**src/hw/rtl/lsm_pkg.sv**
```systemverilog
`default_nettype none

package lsm_pkg;

  // Width of every timestamp field.
  localparam int StampW = 32;

  // Width of the event code on the input.
  localparam int ActionW = 3;

  // Link states as reported on link_state.
  typedef enum logic [2:0] {
    ST_START   = 3'd0,
    ST_UP      = 3'd1,
    ST_DOWN    = 3'd2,
    ST_FAILED  = 3'd3,
    ST_MISSING = 3'd4,
    ST_NOIF    = 3'd5
  } lsm_state_t;

  // Health event codes carried on action.
  typedef enum logic [ActionW-1:0] {
    EV_PRESENT = 3'd0,
    EV_NETUP   = 3'd1,
    EV_NETDOWN = 3'd2,
    EV_MISSING = 3'd3,
    EV_DEVFAIL = 3'd4,
    EV_NODEV   = 3'd5,
    EV_TIMEOUT = 3'd6
  } lsm_event_t;

  // Link state together with its three timestamps.
  typedef struct packed {
    lsm_state_t         state;
    logic [StampW-1:0]  dev_down;
    logic [StampW-1:0]  net_down;
    logic [StampW-1:0]  chg_time;
  } lsm_ctx_t;

  // What one event produces: the context after it and the change flag.
  typedef struct packed {
    lsm_ctx_t ctx;
    logic     changed;
  } lsm_result_t;

endpackage

`default_nettype wire

```
**src/hw/rtl/link_status_monitor_fsm.sv**
```systemverilog
// A word moves from the input register to the result register; the registers decouple the sides.
// Throughput: one event word per cycle while the output is not stalled.
// The transition table sits between the input register and the result register.
// Reset (synchronous, active high) returns the link to the start state,
// clears all three timestamps and empties both register stages.
`default_nettype none

module link_status_monitor_fsm (
  input  logic                          clk,
  input  logic                          rst,
  input  logic                          in_valid,
  output logic                          in_stall,
  input  logic [lsm_pkg::ActionW-1:0]   action,
  input  logic [lsm_pkg::StampW-1:0]    time_now,
  output logic                          out_valid,
  input  logic                          out_stall,
  output logic [2:0]                    link_state,
  output logic                          state_changed,
  output logic [lsm_pkg::StampW-1:0]    device_down_stamp,
  output logic [lsm_pkg::StampW-1:0]    net_down_stamp,
  output logic [lsm_pkg::StampW-1:0]    change_stamp
);

  logic                          in_full;
  logic [lsm_pkg::ActionW-1:0]   in_action;
  logic [lsm_pkg::StampW-1:0]    in_time;
  logic                          step;
  lsm_pkg::lsm_result_t          result;
  lsm_pkg::lsm_result_t          out_word;

  // A held word moves on when the output register is free or draining.
  assign step     = in_full && (!out_valid || !out_stall);
  assign in_stall = in_full && out_valid && out_stall;

  // Input register.
  always_ff @(posedge clk) begin
    if (rst) begin
      in_full <= 1'b0;
    end else if (!in_stall) begin
      in_full <= in_valid;
    end
  end

  always_ff @(posedge clk) begin
    if (in_valid && !in_stall) begin
      in_action <= action;
      in_time   <= time_now;
    end
  end

  lsm_track u_track (
    .clk      (clk),
    .rst      (rst),
    .step     (step),
    .action   (in_action),
    .time_now (in_time),
    .result   (result)
  );

  // Result register.
  always_ff @(posedge clk) begin
    if (rst) begin
      out_valid <= 1'b0;
    end else if (step) begin
      out_valid <= 1'b1;
    end else if (!out_stall) begin
      out_valid <= 1'b0;
    end
  end

  always_ff @(posedge clk) begin
    if (step) begin
      out_word <= result;
    end
  end

  assign link_state        = out_word.ctx.state;
  assign state_changed     = out_word.changed;
  assign device_down_stamp = out_word.ctx.dev_down;
  assign net_down_stamp    = out_word.ctx.net_down;
  assign change_stamp      = out_word.ctx.chg_time;

endmodule

`default_nettype wire

```
**src/hw/rtl/lsm_next.sv**
```systemverilog
`default_nettype none

module lsm_next (
  input  lsm_pkg::lsm_ctx_t             ctx,
  input  logic [lsm_pkg::ActionW-1:0]   action,
  input  logic [lsm_pkg::StampW-1:0]    time_now,
  output lsm_pkg::lsm_result_t          result
);

  lsm_pkg::lsm_ctx_t nxt;

  // Transition table with its timestamp side effects.
  always_comb begin
    nxt = ctx;
    case (ctx.state)
      lsm_pkg::ST_START: begin
        if (action inside {lsm_pkg::EV_PRESENT, lsm_pkg::EV_NETDOWN}) begin
          nxt.state = lsm_pkg::ST_DOWN;
        end else if (action == lsm_pkg::EV_NETUP) begin
          nxt.state = lsm_pkg::ST_UP;
        end else if (action == lsm_pkg::EV_MISSING) begin
          nxt.state = lsm_pkg::ST_MISSING;
        end else if (action inside {lsm_pkg::EV_DEVFAIL, lsm_pkg::EV_NODEV}) begin
          nxt.state = lsm_pkg::ST_NOIF;
        end
      end
      lsm_pkg::ST_UP: begin
        if (action == lsm_pkg::EV_NETDOWN) begin
          nxt.state    = lsm_pkg::ST_DOWN;
          nxt.net_down = time_now;
        end else if (action == lsm_pkg::EV_MISSING) begin
          nxt.state    = lsm_pkg::ST_MISSING;
          nxt.dev_down = time_now;
        end else if (action inside {lsm_pkg::EV_DEVFAIL, lsm_pkg::EV_NODEV}) begin
          nxt.state    = lsm_pkg::ST_NOIF;
          nxt.dev_down = time_now;
        end
      end
      lsm_pkg::ST_DOWN: begin
        if (action == lsm_pkg::EV_NETUP) begin
          nxt.state    = lsm_pkg::ST_UP;
          nxt.net_down = '0;
        end else if (action == lsm_pkg::EV_MISSING) begin
          nxt.state    = lsm_pkg::ST_MISSING;
          nxt.dev_down = time_now;
        end else if (action inside {lsm_pkg::EV_DEVFAIL, lsm_pkg::EV_NODEV}) begin
          nxt.state    = lsm_pkg::ST_NOIF;
          nxt.dev_down = time_now;
        end else if (action == lsm_pkg::EV_TIMEOUT) begin
          nxt.state    = lsm_pkg::ST_FAILED;
          nxt.dev_down = time_now;
        end
      end
      lsm_pkg::ST_MISSING: begin
        if (action inside {lsm_pkg::EV_PRESENT, lsm_pkg::EV_NETUP}) begin
          nxt.state    = lsm_pkg::ST_UP;
          nxt.dev_down = '0;
          nxt.net_down = '0;
        end else if (action == lsm_pkg::EV_NETDOWN) begin
          if (ctx.net_down == '0) nxt.net_down = time_now;
        end else if (action inside {lsm_pkg::EV_DEVFAIL, lsm_pkg::EV_MISSING}) begin
          if (ctx.dev_down == '0) nxt.dev_down = time_now;
        end else if (action == lsm_pkg::EV_NODEV) begin
          nxt.state = lsm_pkg::ST_NOIF;
        end else if (action == lsm_pkg::EV_TIMEOUT) begin
          nxt.state = lsm_pkg::ST_FAILED;
        end
      end
      lsm_pkg::ST_NOIF: begin
        if (action == lsm_pkg::EV_NETDOWN) begin
          nxt.state = lsm_pkg::ST_DOWN;
          if (ctx.net_down == '0) nxt.net_down = time_now;
        end else if (action inside {lsm_pkg::EV_PRESENT, lsm_pkg::EV_NETUP}) begin
          nxt.state = lsm_pkg::ST_UP;
        end else if (action == lsm_pkg::EV_MISSING) begin
          nxt.state = lsm_pkg::ST_MISSING;
          if (ctx.dev_down == '0) nxt.dev_down = time_now;
        end else if (action inside {lsm_pkg::EV_DEVFAIL, lsm_pkg::EV_NODEV}) begin
          if (ctx.dev_down == '0) nxt.dev_down = time_now;
        end
      end
      // The failed state is sticky; other codes cannot occur.
      default: begin
        nxt = ctx;
      end
    endcase
  end

  // Stamp the change time whenever the state moves.
  always_comb begin
    result.changed = (nxt.state != ctx.state);
    result.ctx     = nxt;
    if (result.changed) begin
      result.ctx.chg_time = time_now;
    end
  end

endmodule

`default_nettype wire

```
**src/hw/rtl/lsm_track.sv**
```systemverilog
`default_nettype none

module lsm_track (
  input  logic                          clk,
  input  logic                          rst,
  input  logic                          step,
  input  logic [lsm_pkg::ActionW-1:0]   action,
  input  logic [lsm_pkg::StampW-1:0]    time_now,
  output lsm_pkg::lsm_result_t          result
);

  lsm_pkg::lsm_ctx_t ctx;

  lsm_next u_next (
    .ctx      (ctx),
    .action   (action),
    .time_now (time_now),
    .result   (result)
  );

  // Link state and timestamps advance once per processed word.
  always_ff @(posedge clk) begin
    if (rst) begin
      ctx.state    <= lsm_pkg::ST_START;
      ctx.dev_down <= '0;
      ctx.net_down <= '0;
      ctx.chg_time <= '0;
    end else if (step) begin
      ctx <= result.ctx;
    end
  end

endmodule

`default_nettype wire

```
**config.mk**
```make
export PLATFORM = sky130hd
export DESIGN_NAME = link_status_monitor_fsm
export DESIGN_NICKNAME = d
export VERILOG_FILES = /design/src/hw/rtl/lsm_pkg.sv /design/src/hw/rtl/link_status_monitor_fsm.sv /design/src/hw/rtl/lsm_next.sv /design/src/hw/rtl/lsm_track.sv
export SDC_FILE = /design/constraint.sdc
export NUM_CORES = 1
export LEC_CHECK = 0
export ABC_AREA = 0
export BUFFER_PORTS_ARGS = -buffer_cell sky130_fd_sc_hd__buf_2
export CORE_MARGIN = 4
export CORE_UTILIZATION = 54
export CTS_BUF_LIST = sky130_fd_sc_hd__clkbuf_8
export DETAILED_ROUTE_END_ITERATION = 8
export PLACE_DENSITY = 0.76
export SETUP_SLACK_MARGIN = 0.2
export SYNTH_ARGS = -nofsm -noshare
export SYNTH_HDL_FRONTEND = slang
export SYNTH_SLANG_ARGS = --single-unit
```
**constraint.sdc**
```tcl
create_clock -name clk -period 5.5 [get_ports clk]
set_input_delay 1.1 -clock clk [delete_from_list [all_inputs] [get_ports clk]]
set_output_delay 1.1 -clock clk [all_outputs]
set_load 0.1 [all_outputs]
```
==> impl_metrics.yaml, run 1 <==
status:
  status: "finished clean"
flow_run:
  cap_violations: 0
synth:
  synth_ff_type: "edfxtp_1"
  syn_area_um2: 10390
  ys_types: 58
  syn_nets: 931
  yosys_warnings: 0
  synthArstFlopShare_pct: 0
  synth.ff_latch_count: 236
  seq_area_frac_synth_pct: 58.45
  synth-edff-count: 135
  netlist_instances: 892
  syn_area_per_cell_um2: 11.65
route:
  totalWireLength_um: 25270
  drc: 0
  dr_wl_met3_um: 1797
  wl_met1_um: 10930
  drt_pass1_iterations: 5
  route.vias.total: 7587
  top_layer: "met4"
  drt_iter0_markers: 758
  vias_per_cell: 5.859
  wl_per_cell_um: 19.51
  wl_met2_um: 11890
  route.antenna.remaining_nets: 0
power_and_ir_drop:
  power.density_nw_per_um2: 338.1
  p_leak_nw: 4.492
  ir_worst_vdd_mv: 0.1908
timing:
  finalHoldViolCount: 0
  period_share_pct: 58.69
  tightestPinTransition_ns: 1.199
  setup_tns_ns: 0
  period_minus_slack_ns: 3.228
  rsz0062_at_grt: "false"
  fin_skew_ns: 0.03175
  drv_slew: 0
  fmax_mhz: 309.8
  setup_viol: 0
  slew_headroom_pct: 20.09
worst_setup_path:
  critPathKind: "flip-flop to flip-flop"
  cp.required_ns: 5.88
  crit_path_end_kind: "flip-flop"
  startpoint_type: "flip-flop"
  crit_fanout: 35
  cp.arrival_ns: 3.61
layout:
  area.growth.synth_to_final_pct: 14.32
  final_nets: 1045
  final_common_cell: "buf_2"
  drive_gt1_share_pct: 23.57
  antenna_cells: 0
  nFillCells: 1464
  final_cell_mix: "buf_2 (139), edfxtp_1 (135), dfxtp_1 (101)"
  final_cell_area_um2: 11880
floorplan:
  core-area_um2: 18830
  die_x_um: 146.7
  dieArea_um2: 21530
  io_pins: 141
  start_util_pct: 55.20
  fp.dieH_um: 146.7
  rows: 50
global_route:
  grt_pass1_wl_um: 39560
  grt_max_degree: 106
  grt_usage_pct: 22.83
  grt_pass1_vias: 7249
  grt_overflow_total: 0
  antenna_found_initial: 0
clocking:
  cts_max_path_buffers: 3
  clock_latency_ns: 0.53
  cts_htree_levels: 2
  clockRootBuffer: "clkbuf_8"
  cts_buffers: 38
  ctsResizeCount: 0
  cts_setup_buffers: 0
  clock_sinks: 236
  clk_pin_slew_ns: 0.06
  ctsHoldBuffers: 0
  cts_tree: "yes"
worst_hold_path:
  hp-class: "flip-flop to flip-flop"
placement:
  portBuffers: 140
  dpl_cell_area_um2: 11190
  gp_congestion: 0.8754
  hpwl_um: 16160
[registers in the layout (all words and copies together), names as in the netlist]
register,cells
link_state,3
out_valid,1
in_time,32
in_action,3
net_down_stamp,32
in_full,1
device_down_stamp,32
u_track.ctx,99
state_changed,1
change_stamp,32
[cells by family (layout without fill, tap and decap cells)]
logic type      count (synthesis)  count (layout)  share of synthesized area (%)
simple gates                  228             228                          11.19
compound gates                293             293                          21.40
mux                            32              32                          4.514
flops                         236             236                          58.45
buf+inv                       102             245                          4.357
xor+xnor                        1               1                        0.08427
[stage by stage]
| step | setup WS (ns) | power, mW | hold slack [ns] | utilization [%] | std cells |
|---|---|---|---|---|---|
| CTS | 2.321 | 4.042 | 0.4948 | 63.11 | 1295 |
| floorplan | 1.704 | 2.547 | 0.4507 | - | 892 |
| detailed placement | 2.126 | 2.667 | 0.4858 | 59.40 | 1226 |
| finish | 2.272 | 4.018 | 0.4965 | 63.11 | 1295 |
| global placement | 2.196 | 2.658 | 0.4799 | 59.40 | 1226 |
| global route | 2.026 | 4.162 | 0.5191 | 63.11 | 1295 |
[cell type report]
cell class	count	area, µm²	share of cell area, %
clock buffer	43	591.8	4.980
clock inverter	26	106.4	0.8949
inverter	24	92.59	0.7791
multi-input combinational	554	3899	32.81
sequential	236	6076	51.13
tap	260	325.3	2.737
timing repair buffer	152	793.3	6.675
[power by group]
| group | switching (mW) | leakage (nW) | internal [mW] |
|---|---|---|---|
| Clock | 0.672 | 0.407 | 0.715 |
| Combinational | 0.457 | 1.97 | 0.154 |
| Sequential | 0.0678 | 2.11 | 1.95 |
[worst max-delay path: stages (launching register included)]
cell and delay (ns):
dfxtp_1 0.74, nor3b_4 0.28, buf_4 0.37, and2_1 0.68, or2_1 0.68, a22o_1 0.31
[cells in the mapped netlist, types with 2 or more instances]
| cell | number | share of area [%] |
|---|---|---|
| a21o_1 | 17 | 1.2 |
| a21oi_1 | 25 | 1.2 |
| a22o_1 | 66 | 5.6 |
| a31oi_1 | 2 | 0.12 |
| and3_1 | 2 | 0.12 |
| buf_1 | 3 | 0.11 |
| buf_2 | 23 | 1.1 |
| buf_6 | 5 | 0.54 |
| clkbuf_1 | 46 | 1.7 |
| dfxtp_1 | 101 | 19 |
| edfxtp_1 | 135 | 39 |
| inv_1 | 24 | 0.87 |
| mux2_2 | 3 | 0.32 |
| mux2_4 | 29 | 4.2 |
| nand2_1 | 41 | 1.5 |
| nand2b_1 | 33 | 2.0 |
| nand3_1 | 2 | 0.096 |
| nand4_1 | 4 | 0.24 |
| nor2_1 | 88 | 3.2 |
| nor2b_1 | 8 | 0.48 |
| nor3_1 | 2 | 0.096 |
| nor3b_1 | 17 | 1.2 |
| nor4_1 | 17 | 1.0 |
| o211a_1 | 2 | 0.19 |
| o211ai_1 | 16 | 1.2 |
| o21a_1 | 32 | 2.3 |
| o21ai_0 | 22 | 1.1 |
| o21bai_1 | 3 | 0.22 |
| o22ai_1 | 31 | 1.9 |
| o2bb2ai_1 | 28 | 2.4 |
| o31ai_1 | 16 | 1.2 |
| o32ai_1 | 20 | 1.7 |
| or2_1 | 3 | 0.18 |
| or3_1 | 2 | 0.12 |
[path summary, 6_finish.rpt]
path / start / endpoint / slack [ns] / cells past startpoint
setup / recovery: u_track.ctx[96] / net_down_stamp[30] / 2.27 / 5
hold / removal: u_track.ctx[76] / u_track.ctx[76] / 0.50 / 2
setup reg to reg: u_track.ctx[96] / net_down_stamp[30] / 2.27 / 5
hold reg to reg: u_track.ctx[76] / u_track.ctx[76] / 0.50 / 2
[per-layer routing]
layer | track usage, % | vias up
li1 | - | 3624
met1 | 31.54 | 3658
met2 | 36.51 | 255
met3 | 4.627 | 50
met4 | 7.338 | 0
met5 | 0 | -
Note: power is estimated with default switching activity, not from simulation.
==> run 2, diff against run 1 <==
Settings changed: CORE_UTILIZATION 54 to 55, PLACE_DENSITY 0.76 to 0.74.
Clock period 5.5 ns to 3.24 ns, I/O delays scaled along.
==> run 2 against run 1 <==
  * Flip-flop and latch count did not move
  * First-iteration DRC count up 14%
  * Non-clock buffer count grew 20
  * Global-route usage rose by 0.30 points
  * Die area decreased by 1.7%
  * Core utilization is 1.9 points higher
  * Worst hold slack worse by 0.21 ns
  * Count of clock-buffer cells in the layout increased by 5
  * Critical path depth rose by 2
  * Worst setup slack got worse by 1.7 ns
  * Critical path type unchanged
==> impl_metrics.yaml, run 2 (synthesized netlist as in run 1, its figures left out) <==
clocking:
  cts_setup_buffers: 0
  clock_latency_ns: 0.54
  cts_tree: "yes"
  clk_pin_slew_ns: 0.06
  ctsHoldBuffers: 0
  clockRootBuffer: "clkbuf_8"
  cts_buffers: 40
  ctsResizeCount: 0
  cts_htree_levels: 2
  cts_max_path_buffers: 3
  clock_sinks: 236
route:
  drt_iter0_markers: 863
  drt_pass1_iterations: 6
  route.vias.total: 7663
  totalWireLength_um: 25380
  vias_per_cell: 5.922
  route.antenna.remaining_nets: 0
  drc: 0
  wl_per_cell_um: 19.61
worst_setup_path:
  crit_fanout: 21
  critPathKind: "flip-flop to flip-flop"
  cp.arrival_ns: 3.14
  cp.required_ns: 3.69
  reg2reg_depth: 7
  crit_path_end_kind: "flip-flop"
  startpoint_type: "flip-flop"
global_route:
  grt_pass1_vias: 7315
  antenna_found_initial: 1
  grt_overflow_total: 0
  grt_usage_pct: 23.13
  grt_max_degree: 96
  grt_pass1_wl_um: 39470
layout:
  largest-register: "u_track.ctx"
  nFillCells: 1457
  multi_input_area_um2: 3892
  final_nets: 1067
  final_cell_mix: "buf_2 (139), edfxtp_1 (135), dfxtp_1 (101)"
  regArea_um2: 6076
  final_common_cell: "buf_2"
  largest_reg_flops: 99
  drive_gt1_share_pct: 25.19
  antenna_cells: 0
  area.growth.synth_to_final_pct: 16.53
  fin_util_pct: 64.97
timing:
  fin_skew_ns: 0.02228
  finalHoldViolCount: 0
  drv_slew: 0
  rsz0062_at_grt: "false"
  period_share_pct: 83.09
  setup_viol: 0
  tightestPinTransition_ns: 1.188
  period_minus_slack_ns: 2.692
  fmax_mhz: 371.4
  slew_headroom_pct: 20.80
  setup_tns_ns: 0
  whs_ns: 0.2832
placement:
  gp_congestion: 0.8736
  hpwl_um: 16080
  portBuffers: 140
floorplan:
  fp.dieH_um: 145.5
  start_util_pct: 55.76
  die_x_um: 145.5
  io_pins: 141
  rows: 50
  core-area_um2: 18640
  dieArea_um2: 21160
flow_run:
  cap_violations: 0
power_and_ir_drop:
  power.density_nw_per_um2: 576.6
  p_leak_nw: 4.658
  ir_worst_vdd_mv: 0.3719
worst_hold_path:
  worstHoldPathCells: 1
  hp-class: "input pin to flip-flop"
status:
  status: "finished clean"
-- run 2: cell count changes in the layout (fill, tap and decap cells not counted), sizes merged --
| cell | previous run | this run |
|---|---|---|
| clkbuf | 43 | 48 |
| clkinv | 12 | 8 |
| buf | 152 | 172 |
| clkinvlp | 1 | 0 |
| inv | 37 | 42 |
-- run 2: final cells by class --
cell class	instances	area share, %
clock buffer	48	5.454
clock inverter	26	0.8677
inverter	24	0.7644
multi-input combinational	554	32.13
sequential	236	50.16
tap	234	2.417
timing repair buffer	172	8.202
-- run 2: power by group --
group / total (mW) / switching [mW] / internal (mW) / leakage (nW)
Combinational: 1.07 / 0.787 / 0.279 / 2.09
Sequential: 3.42 / 0.107 / 3.31 / 2.11
Clock: 2.50 / 1.15 / 1.34 / 0.457
-- run 2: worst max-delay path, stage by stage, from the launching register on --
cell       delay (ns)
dfxtp_1          0.72
buf_4            0.26
xnor2_1          0.14
o22ai_1          0.11
buf_4            0.21
a21o_1           0.18
nor2_1           0.80
o2bb2ai_1        0.18
-- run 2: final timing paths --
kind / start / endpoint / slack [ns]
min: time_now[4] / in_time[4] / 0.28
max reg2reg: u_track.ctx[97] / u_track.ctx[51] / 0.55
min reg2reg: u_track.ctx[64] / u_track.ctx[64] / 0.50
max: u_track.ctx[97] / u_track.ctx[51] / 0.55
-- run 2: per-stage QoR --
| stage | setup slack (ns) | instances | power, mW | instance area, µm² |
|---|---|---|---|---|
| 2_1_floorplan | 0.4155 | 892 | 4.321 | 10400 |
| 3_3_place_gp | 0.6351 | 1220 | 4.536 | 11350 |
| 3_5_place_dp | 0.5844 | 1220 | 4.548 | 11350 |
| 4_1_cts | 0.5899 | 1294 | 7.029 | 12110 |
| 5_1_grt | 0.3818 | 1294 | 7.251 | 12110 |
| 6_report | 0.5478 | 1294 | 6.984 | 12110 |
-- run 2: metal layers --
metal  GRT usage [%]  part of all wire, %  wire, µm  vias up
met2           36.39                   47     11880      301
met3           4.298                  6.6      1664       46
met1           32.80                   45     11350     3648
li1                -                    -         -     3666
met4           7.407                  1.9       478        2
met5               0                0.028         7        -
